==> src/rtl/pbps_pkg.sv <==
`timescale 1ns / 1ps
// ----------------------------------------------------------------------------
// pbps_pkg
// Shared types, constants and pattern tables of the beep pattern sequencer.
// ----------------------------------------------------------------------------
package pbps_pkg;

    localparam int TICK_W = 16;
    localparam int PRIO_W = 4;
    localparam int REP_W  = 2;
    localparam int PAT_W  = 2;
    localparam int NUM_PAT = 4;
    localparam int APB_DW = 32;
    localparam int APB_AW = 5;
    localparam int REG_IDX_W = 3;

    // item kinds carried in tuser
    localparam logic FUNC_TICK    = 1'b0;
    localparam logic FUNC_REQUEST = 1'b1;

    typedef enum logic [PAT_W-1:0] {
        PAT_BRIEF   = 2'd0,
        PAT_CONFIRM = 2'd1,
        PAT_WARNING = 2'd2,
        PAT_ALERT   = 2'd3
    } t_pattern;

    typedef enum logic [1:0] {
        PH_IDLE   = 2'd0,
        PH_ON     = 2'd1,
        PH_SILENT = 2'd2
    } t_phase;

    typedef enum logic [REG_IDX_W-1:0] {
        REG_BRIEF_ON      = 3'd0,
        REG_CONFIRM_ON    = 3'd1,
        REG_WARNING_ON    = 3'd2,
        REG_ALERT_ON      = 3'd3,
        REG_BRIEF_PRIO    = 3'd4,
        REG_CONFIRM_PRIO  = 3'd5,
        REG_WARNING_PRIO  = 3'd6,
        REG_ALERT_PRIO    = 3'd7
    } t_reg_idx;

    localparam logic [TICK_W-1:0] ON_RST [NUM_PAT] = '{16'd50, 16'd100, 16'd200, 16'd300};
    localparam logic [PRIO_W-1:0] PRIO_RST [NUM_PAT] = '{4'd1, 4'd2, 4'd3, 4'd4};

    localparam logic [TICK_W-1:0] WARNING_SILENCE = 16'd200;
    localparam logic [TICK_W-1:0] ALERT_SILENCE   = 16'd300;
    localparam logic [REP_W-1:0]  WARNING_REPEATS = 2'd2;
    localparam logic [REP_W-1:0]  ALERT_REPEATS   = 2'd3;

    typedef struct packed {
        logic [NUM_PAT-1:0][TICK_W-1:0] on_len;
        logic [NUM_PAT-1:0][PRIO_W-1:0] prio;
    } t_cfg;

    typedef struct packed {
        logic buzzer_on;
        logic busy_res;
    } t_result;

    function automatic logic [TICK_W-1:0] silence_len(input logic [PAT_W-1:0] pat);
        logic [TICK_W-1:0] len;
        case (t_pattern'(pat))
            PAT_WARNING: len = WARNING_SILENCE;
            PAT_ALERT:   len = ALERT_SILENCE;
            default:     len = '0;
        endcase
        return len;
    endfunction

    function automatic logic [REP_W-1:0] repeat_len(input logic [PAT_W-1:0] pat);
        logic [REP_W-1:0] cnt;
        case (t_pattern'(pat))
            PAT_WARNING: cnt = WARNING_REPEATS;
            PAT_ALERT:   cnt = ALERT_REPEATS;
            default:     cnt = 2'd1;
        endcase
        return cnt;
    endfunction

endpackage

==> src/rtl/pbps_cfg_regs.sv <==
`timescale 1ns / 1ps
// ----------------------------------------------------------------------------
// pbps_cfg_regs
// APB register file holding on times and priorities of the four patterns.
// ----------------------------------------------------------------------------
module pbps_cfg_regs
    import pbps_pkg::*;
(
    input  logic              i_clk,
    input  logic              i_rst_n,
    input  logic              psel,
    input  logic              penable,
    input  logic              pwrite,
    input  logic [APB_AW-1:0] paddr,
    input  logic [APB_DW-1:0] pwdata,
    output logic [APB_DW-1:0] prdata,
    output logic              pready,
    output t_cfg              o_cfg
);

    logic [NUM_PAT-1:0][TICK_W-1:0] r_on_len;
    logic [NUM_PAT-1:0][PRIO_W-1:0] r_prio;
    logic [REG_IDX_W-1:0]           w_idx;
    logic                           w_wr;

    assign pready = 1'b1;
    assign w_idx  = paddr[APB_AW-1:2];
    assign w_wr   = psel & penable & pwrite & pready;

    always_ff @(posedge i_clk) begin
        if (!i_rst_n) begin
            for (int i = 0; i < NUM_PAT; i++) begin
                r_on_len[i] <= ON_RST[i];
                r_prio[i]   <= PRIO_RST[i];
            end
        end else if (w_wr) begin
            // msb of the index picks the priority bank
            if (!w_idx[REG_IDX_W-1]) begin
                r_on_len[w_idx[PAT_W-1:0]] <= pwdata[TICK_W-1:0];
            end else begin
                r_prio[w_idx[PAT_W-1:0]] <= pwdata[PRIO_W-1:0];
            end
        end
    end

    always_comb begin
        case (t_reg_idx'(w_idx))
            REG_BRIEF_ON, REG_CONFIRM_ON, REG_WARNING_ON, REG_ALERT_ON: begin
                prdata = {{(APB_DW-TICK_W){1'b0}}, r_on_len[w_idx[PAT_W-1:0]]};
            end
            REG_BRIEF_PRIO, REG_CONFIRM_PRIO, REG_WARNING_PRIO, REG_ALERT_PRIO: begin
                prdata = {{(APB_DW-PRIO_W){1'b0}}, r_prio[w_idx[PAT_W-1:0]]};
            end
            default: begin
                prdata = '0;
            end
        endcase
    end

    assign o_cfg.on_len = r_on_len;
    assign o_cfg.prio   = r_prio;

endmodule

==> src/rtl/pbps_core.sv <==
`timescale 1ns / 1ps
// ----------------------------------------------------------------------------
// pbps_core
// Pattern state and the single-pass next-state logic for one word.
// ----------------------------------------------------------------------------
module pbps_core
    import pbps_pkg::*;
(
    input  logic             i_clk,
    input  logic             i_rst_n,
    input  logic             i_step,
    input  logic             i_func,
    input  logic [PAT_W-1:0] i_sel,
    input  t_cfg             i_cfg,
    output t_result          o_result
);

    t_phase              r_phase, n_phase;
    logic [TICK_W-1:0]   r_ticks, n_ticks;
    logic [REP_W-1:0]    r_reps, n_reps;
    logic [PAT_W-1:0]    r_pat, n_pat;

    logic                w_busy;
    logic [TICK_W-1:0]   w_inc;
    logic [REP_W-1:0]    w_rep_dec;
    logic [TICK_W-1:0]   w_sil;

    always_ff @(posedge i_clk) begin
        if (!i_rst_n) begin
            r_phase <= PH_IDLE;
            r_ticks <= '0;
            r_reps  <= '0;
            r_pat   <= '0;
        end else if (i_step) begin
            r_phase <= n_phase;
            r_ticks <= n_ticks;
            r_reps  <= n_reps;
            r_pat   <= n_pat;
        end
    end

    always_comb begin
        w_busy    = (r_phase == PH_ON) || (r_phase == PH_SILENT);
        w_inc     = (r_ticks != '1) ? r_ticks + 1'b1 : r_ticks;
        w_rep_dec = (r_reps != '0) ? r_reps - 1'b1 : r_reps;
        w_sil     = silence_len(r_pat);

        n_phase = r_phase;
        n_ticks = r_ticks;
        n_reps  = r_reps;
        n_pat   = r_pat;

        if (i_func == FUNC_REQUEST) begin
            if (!w_busy || (i_cfg.prio[i_sel] > i_cfg.prio[r_pat])) begin
                n_pat   = i_sel;
                n_reps  = repeat_len(i_sel);
                n_phase = PH_ON;
                n_ticks = '0;
            end
        end else begin
            case (r_phase)
                PH_ON: begin
                    n_ticks = w_inc;
                    if (w_inc >= i_cfg.on_len[r_pat]) begin
                        n_reps = w_rep_dec;
                        if ((w_rep_dec != '0) && (w_sil != '0)) begin
                            n_phase = PH_SILENT;
                            n_ticks = '0;
                        end else begin
                            n_phase = PH_IDLE;
                        end
                    end
                end
                PH_SILENT: begin
                    n_ticks = w_inc;
                    if (w_inc >= w_sil) begin
                        n_phase = PH_ON;
                        n_ticks = '0;
                    end
                end
                default: begin
                    // idle: ticks change nothing
                end
            endcase
        end

        o_result.buzzer_on = (n_phase == PH_ON);
        o_result.busy_res  = (n_phase == PH_ON) || (n_phase == PH_SILENT);
    end

endmodule

==> src/rtl/priority_beep_pattern_sequencer_unit.sv <==
`timescale 1ns / 1ps
// Path: an accepted input word goes into the input register, then next-state logic
// writes its result into the result register once that register is free or draining.
// Throughput: one word per cycle; the input side keeps taking words while a
// result waits, until both the input and result registers are full.
// Reset: synchronous active low; state goes idle, registers to their defaults.
// ----------------------------------------------------------------------------
// priority_beep_pattern_sequencer_unit
// Buzzer pattern sequencer with priority preemption and APB configuration.
// ----------------------------------------------------------------------------
module priority_beep_pattern_sequencer_unit
    import pbps_pkg::*;
(
    input  logic              i_clk,
    input  logic              i_rst_n,
    input  logic              s_tvalid,
    output logic              s_tready,
    input  logic [7:0]        s_tdata,    // [1:0] pattern_sel, [7:2] zero
    input  logic              s_tuser,    // [0] func
    output logic              m_tvalid,
    input  logic              m_tready,
    output logic [7:0]        m_tdata,    // [0] buzzer_on, [1] busy_res, [7:2] zero
    input  logic              psel,
    input  logic              penable,
    input  logic              pwrite,
    input  logic [APB_AW-1:0] paddr,
    input  logic [APB_DW-1:0] pwdata,
    output logic [APB_DW-1:0] prdata,
    output logic              pready
);

    t_cfg              w_cfg;
    t_result           w_result;
    logic              w_step;

    logic              r_in_valid;
    logic              r_in_func;
    logic [PAT_W-1:0]  r_in_sel;
    logic              r_out_valid;
    t_result           r_out;

    pbps_cfg_regs u_cfg (
        .i_clk   (i_clk),
        .i_rst_n (i_rst_n),
        .psel    (psel),
        .penable (penable),
        .pwrite  (pwrite),
        .paddr   (paddr),
        .pwdata  (pwdata),
        .prdata  (prdata),
        .pready  (pready),
        .o_cfg   (w_cfg)
    );

    pbps_core u_core (
        .i_clk    (i_clk),
        .i_rst_n  (i_rst_n),
        .i_step   (w_step),
        .i_func   (r_in_func),
        .i_sel    (r_in_sel),
        .i_cfg    (w_cfg),
        .o_result (w_result)
    );

    // the input word moves on when the result register is free or draining
    assign w_step   = r_in_valid && (!r_out_valid || m_tready);
    assign s_tready = !r_in_valid || !r_out_valid || m_tready;

    always_ff @(posedge i_clk) begin
        if (!i_rst_n) begin
            r_in_valid  <= 1'b0;
            r_out_valid <= 1'b0;
        end else begin
            if (s_tready) begin
                r_in_valid <= s_tvalid;
            end
            if (w_step) begin
                r_out_valid <= 1'b1;
            end else if (m_tready) begin
                r_out_valid <= 1'b0;
            end
        end
    end

    always_ff @(posedge i_clk) begin
        if (s_tready && s_tvalid) begin
            r_in_func <= s_tuser;
            r_in_sel  <= s_tdata[PAT_W-1:0];
        end
        if (w_step) begin
            r_out <= w_result;
        end
    end

    assign m_tvalid = r_out_valid;
    assign m_tdata  = {6'b0, r_out.busy_res, r_out.buzzer_on};

endmodule

==> config.mk <==
export PLATFORM = sky130hd
export DESIGN_NAME = priority_beep_pattern_sequencer_unit
export DESIGN_NICKNAME = d
export VERILOG_FILES = /design/src/rtl/pbps_pkg.sv /design/src/rtl/pbps_cfg_regs.sv /design/src/rtl/pbps_core.sv /design/src/rtl/priority_beep_pattern_sequencer_unit.sv
export SDC_FILE = /design/constraint.sdc
export NUM_CORES = 1
export LEC_CHECK = 0
export ABC_CLOCK_PERIOD_IN_PS = 3800
export BUFFER_PORTS_ARGS = -buffer_cell sky130_fd_sc_hd__buf_2
export CAP_MARGIN = 20
export CORE_UTILIZATION = 30
export DETAILED_ROUTE_END_ITERATION = 12
export PLACE_DENSITY = 0.58
export SLEW_MARGIN = 40
export SYNTH_ARGS = -nofsm -noshare
export SYNTH_HDL_FRONTEND = slang
export SYNTH_SLANG_ARGS = --single-unit
==> constraint.sdc <==
create_clock -name i_clk -period 3.8 [get_ports i_clk]
set_input_delay 0.19 -clock i_clk [delete_from_list [all_inputs] [get_ports i_clk]]
set_output_delay 0.19 -clock i_clk [all_outputs]
set_load 0.02 [all_outputs]
; After elaboration in Yosys (flattened, before gate mapping)
; Cells that the tools add are included.
[op_classes]
addsub = 2
mul = 0
div_mod_pow = 0
order_cmp = 7
eq_ne = 17
shift = 0
n_mux = 39
bitwise_logic = 3
n_reduce_logical = 28
[ops]
columns = operator, n
row1 = 2-to-1 mux 16 bit, 9
row2 = binary-select mux 16 bit (select 2 bit), 2
row3 = bitwise mux 64 bit, 1
row4 = one-hot mux 32 bit (2 select lines), 1
row5 = demux 16 bit (select 2 bit), 1
row6 = one-hot mux 16 bit (2 select lines), 1
row7 = binary-select mux 4 bit (select 2 bit), 3
row8 = 2-to-1 mux 2 bit, 10
row9 = one-hot mux 9 bit (2 select lines), 1
row10 = "adder 16 x 1 -> 16 bit, second input constant", 1
row11 = bitwise mux 16 bit, 1
row12 = >= comparator 16 bit, 1
row13 = >= comparator 16 x 9 -> 1 bit, 1
row14 = 2-to-1 mux 4 bit, 4
row15 = "!= test 16 bit, second input constant", 1
row16 = nonzero test 16 bit, 1
row17 = "== test 2 bit, second input constant", 6
row18 = "== test 3 bit, second input constant", 4
row19 = nonzero test 2 bit, 5
row20 = "< comparator 2 x 3 -> 1 bit, second input constant", 3
row21 = demux 4 bit (select 2 bit), 1
row22 = one-hot mux 2 bit (2 select lines), 2
row23 = OR reduction 4 bit, 2
row24 = "== test 3 x 2 -> 1 bit, second input constant", 2
row25 = 17 further kinds, 32
[totals]
register_bits = 109
latch_bits = 0
mem_bits_rw = 0
mem_bits_ro = 0
in_bits = 53
out_inout_bits = 43
word_cells = 114
memories = 0

; Logic depth before layout (Yosys ltp)
[depth]
depth_word = 10
depth_mapped = 18
ltp_nobuf = 17

; By module
; Synthesis repeated with hierarchy kept, for this count alone.
[hier_totals]
hier_cells = 693
area_unflattened_um2 = 6861.6
[by_module_without_submodules]
columns = module, instances, cells_each, area_each_um2, seq_area_each_um2
row1 = pbps_cfg_regs, 1, 367, 3860.0, 1601.5
row2 = pbps_core, 1, 305, 2698.8, 440.4
row3 = priority_beep_pattern_sequencer_unit, 1, 21, 302.8, 190.2

; Worst setup path before layout
; OpenSTA, ideal clock, no wires.
[synth_path]
path_type = reg2reg
from = register u_core.r_ticks[0]
to = register r_out (netlist bit m_tdata[1]), data pin
setup_ps = 249
t_arrival_ps = 3887
t_required_ps = 3551
slack_ps = -336
stages_incl_launch_ff = 17
path_buffers = 1
synth_period_minus_slack_ps = 4136
path_cell_list = dfxtp_1 -> ha_1 -> nand3_1 -> or4_1 -> buf_2 -> xnor2_1 -> ha_1 -> or3b_2 -> o2111ai_1 -> a221oi_1 -> o31ai_1 -> a21oi_1 -> nor2b_1 -> mux2_2 -> o21a_1 -> ha_1 -> inv_1
[synth_lines]
columns = item, line
row1 = start: declaration, pbps_core.sv:19  ; logic [TICK_W-1:0] r_ticks, n_ticks;
row2 = start signal: assignment, pbps_core.sv:36  ; r_ticks <= n_ticks;
row3 = end signal: assignment, priority_beep_pattern_sequencer_unit.sv:91  ; r_out <= w_result;
row4 = end: declaration, priority_beep_pattern_sequencer_unit.sv:40  ; t_result r_out;

==> results.md <==
- Status: completed
- Global route overflow: 0
- Hpwl dp: about 12 mm
- Worst Hold Launch: s_tdata[0]
- Worst path bufs/invs: 1
- R2r setup slk: 0.04 ns
- Final Hold Fails: 0
- Tightest Pin Transition: 0.7846 ns
- Crit-path max cell delay: roughly 0.60 ns
- Met1 GRT Util: between 20% and 30%
- Routed length per instance: 16.32 um
- Syn-to-layout area delta: 18.17%
- Total power draw: approximately 2.5 mW
- Most frequent CP cell: ha_1
- GPL Wtd Cong: 0.8170
- Unrepaired setup endpoints after global routing: true
- Cell variety after synth: 62
- Routed vias/inst: between 5 and 6
- H-tree depth: 3
- Die width: roughly 150 um
- WP data arrival: approximately 3.9 ns
- Vias in the first global route: around 5300
- Max IR drop VDD: ~0.21 mV
- WHS Endpoint: r_in_sel[0]
- CP Max Fanout: 5
- CP delay by family, top: simple AND/OR/NAND/NOR gates
- WS Path Type: flop to flop
- Avg Inst Size Synth: roughly 9.1 um2
- Max Freq: 265.9 MHz
- Clock transition at the registers of the reported paths: approximately 0.07 ns
- I/O pin cnt: 96
- # rows: 54
- P_leak: 3.044 nW
- Final core occ: between 30% and 40%
- Required @ worst endpoint: between 3 and 4 ns
- Drt pass-1 iters: 4
- Cell count of the worst reg-to-reg path: 15
- Final setup viols: 0
- Cell Pwr Density: just over 300 nW/um2
- Post-route ant nets: 0
- Share of flip-flops with an asynchronous set or reset: 0%
- Origin of the critical flop-to-flop path: u_core.r_ticks[1]
- Critical path capture point type: flop
- Clk_lat worst skew: 0.36 ns
- Area of the die: roughly 23000 um2
- Ys Warns: 0
- Layout Nets: about 900
- Core area: approximately 22000 um2
- CTS Sinks: around 110
- Cell at the root of the clock tree: clkbuf_16
- Max Cap Viol: 0
- Fin. max-slew vios: 0
- Routed wire length: 17.56 mm
- Met3 Resource Use GR: under 10%
- Port Buf Inserts: 48
- RR Endpoint: m_tdata[1]
- CTS buffer count: 9
- Hold_buf cts: 0
- Initial Utilization: a little under a third
- Post-synth EDFFs: 5
- Critical Path, Cell by Cell: ha_4, nand3_4, or4_4, xnor2_2, ha_1, or3b_4, o2111ai_2, a221oi_2, o31ai_2, a21oi_1, nor2b_2, mux2_4, o21a_1, ha_1, inv_1
- Slowest cell on crit path: or4_4
- Synthesized instance count: 733
- CTS max path bufs: 2
- Antenna violations before repair: 1
- Cell with the most instances after synthesis: nand2_1
- Synth Flop Type: dfxtp_1
- Final period utilization: a little over nine tenths
- Drt drc: 0
- First-pass GRT wire length: 28.08 mm
- DIE HEIGHT: 151.4 um
- M2 GR Usage: between 20% and 30%
- Largest net degree at the start of global routing: 82
- CP Launch Type: flop
- GR peak layer: met2
- Area leader, netlist: dfxtp_1
- Hold Path Cell Cnt: 1
- Synthesized flop and latch total: around 110
- Min-delay worst type: primary input to flop
- Worst Skew: between 0.008 and 0.009 ns
- CTS tree: yes
- Total number of vias: between 5000 and 6000
- Yosys top cell area share: between 30% and 40%
- Post-synthesis instance area: about 6700 um2
- Top cells by count, synth: nand2_1, dfxtp_1, a21boi_0, clkbuf_1, mux4_2
- Layout cell share with drive strength beyond 1: a little over a quarter
- Seq/Total Area, Yosys: approximately 33%
- # diodes: 0
- Area contributors post-synth: dfxtp_1, mux4_2, nand2_1
- Drt initial violations: approximately 290
- Slew headroom: 47.69%
- Final min period: between 3 and 4 ns
- Gr usage total: about 16%
## kinds of logic (layout without fill, tap and decap cells)
family,count (synthesis),in the layout,synth area share (%)
compound gates,127,127,13.87
xor+xnor,10,10,1.308
fa+ha+maj,29,29,5.421
buf+inv,113,154,7.832
flops,109,109,33.35
mux,72,72,19.14
other cells,2,23,0.1122
simple gates,271,272,18.97
## cells in the final DEF (no fill, tap or decap), types with 20 or more instances in the layout
master / synthesis / layout
conb_1: 2 / 23
ha_1: 29 / 26
buf_4: 23 / 53
mux2i_1: 20 / 20
inv_1: 37 / 37
buf_2: 4 / 47
nand3_1: 23 / 22
nor2b_1: 31 / 30
mux4_2: 44 / 44
dfxtp_1: 104 / 101
a21boi_0: 51 / 51
nand2_1: 159 / 159
## routing by layer
| metal | vias to the layer above | share of wire, % |
|---|---|---|
| li1 | 2659 | - |
| met1 | 2635 | 45 |
| met2 | 107 | 49 |
| met3 | 21 | 3.7 |
| met4 | 2 | 1.5 |
| met5 | - | 0.074 |
## worst max-delay path by stage
| stage | from | end | slack, ns | cells past startpoint |
|---|---|---|---|---|
| floorplan | u_core.r_ticks[0] | m_tdata[1] | -0.02 | 18 |
| global placement | u_core.r_ticks[1] | m_tdata[1] | -0.13 | 15 |
| detailed placement | u_core.r_ticks[1] | m_tdata[1] | -0.14 | 15 |
| CTS | u_core.r_ticks[1] | m_tdata[1] | 0.0006 | 15 |
| global route | u_core.r_ticks[1] | m_tdata[1] | -0.14 | 15 |
| finish | u_core.r_ticks[1] | m_tdata[1] | 0.04 | 15 |
## report_power, final
part	total, mW	switching, mW	leakage, nW	internal, mW
Combinational	0.347	0.194	2.02	0.153
Sequential	1.19	0.0179	0.890	1.17
Clock	0.912	0.436	0.139	0.476
## what timing repair did
item	4_1_cts	5_1_grt
pin swaps	3	10
gates cloned	1	0
endpoints found under the setup margin	4	19
resized for setup	10	11
setup buffers	0	1
## stage by stage
step                      instances  hold slack, ns  setup WS (ns)  TNS (ns)  area, um2
after floorplan                 754          0.2889       -0.01526  -0.01526       6882
after global placement         1060          0.3746        -0.1276   -0.1638       7503
after detailed placement       1060          0.3758        -0.1392   -0.1536       7506
after CTS                      1075        0.004819      0.0006426         0       7824
after global routing           1076        0.003102        -0.1384   -0.1644       7910
final                          1076         0.01634        0.03926         0       7910
## cell type report
type,count,area [um2]
clock inverters,4,23.77
multi-input cells,533,4224
clock buffers,10,250.2
inverters,37,138.9
repair buffers,103,684.4
fillers,2213,13910
well taps,280,350.3
flip-flops and latches,109,2238
## sequential cells by signal, indices dropped and copies added, names as in the netlist, named ones only
| signal | count |
|---|---|
| u_core.r_pat | 2 |
| m_tvalid | 1 |
| m_tdata | 2 |
| u_core.r_ticks | 16 |
| r_in_sel | 2 |
| r_in_func | 1 |
| u_core.r_reps | 2 |
| r_in_valid | 1 |
| u_cfg.o_cfg | 80 |
| u_core.r_phase | 1 |
Note: power is estimated with default switching activity, not from simulation.
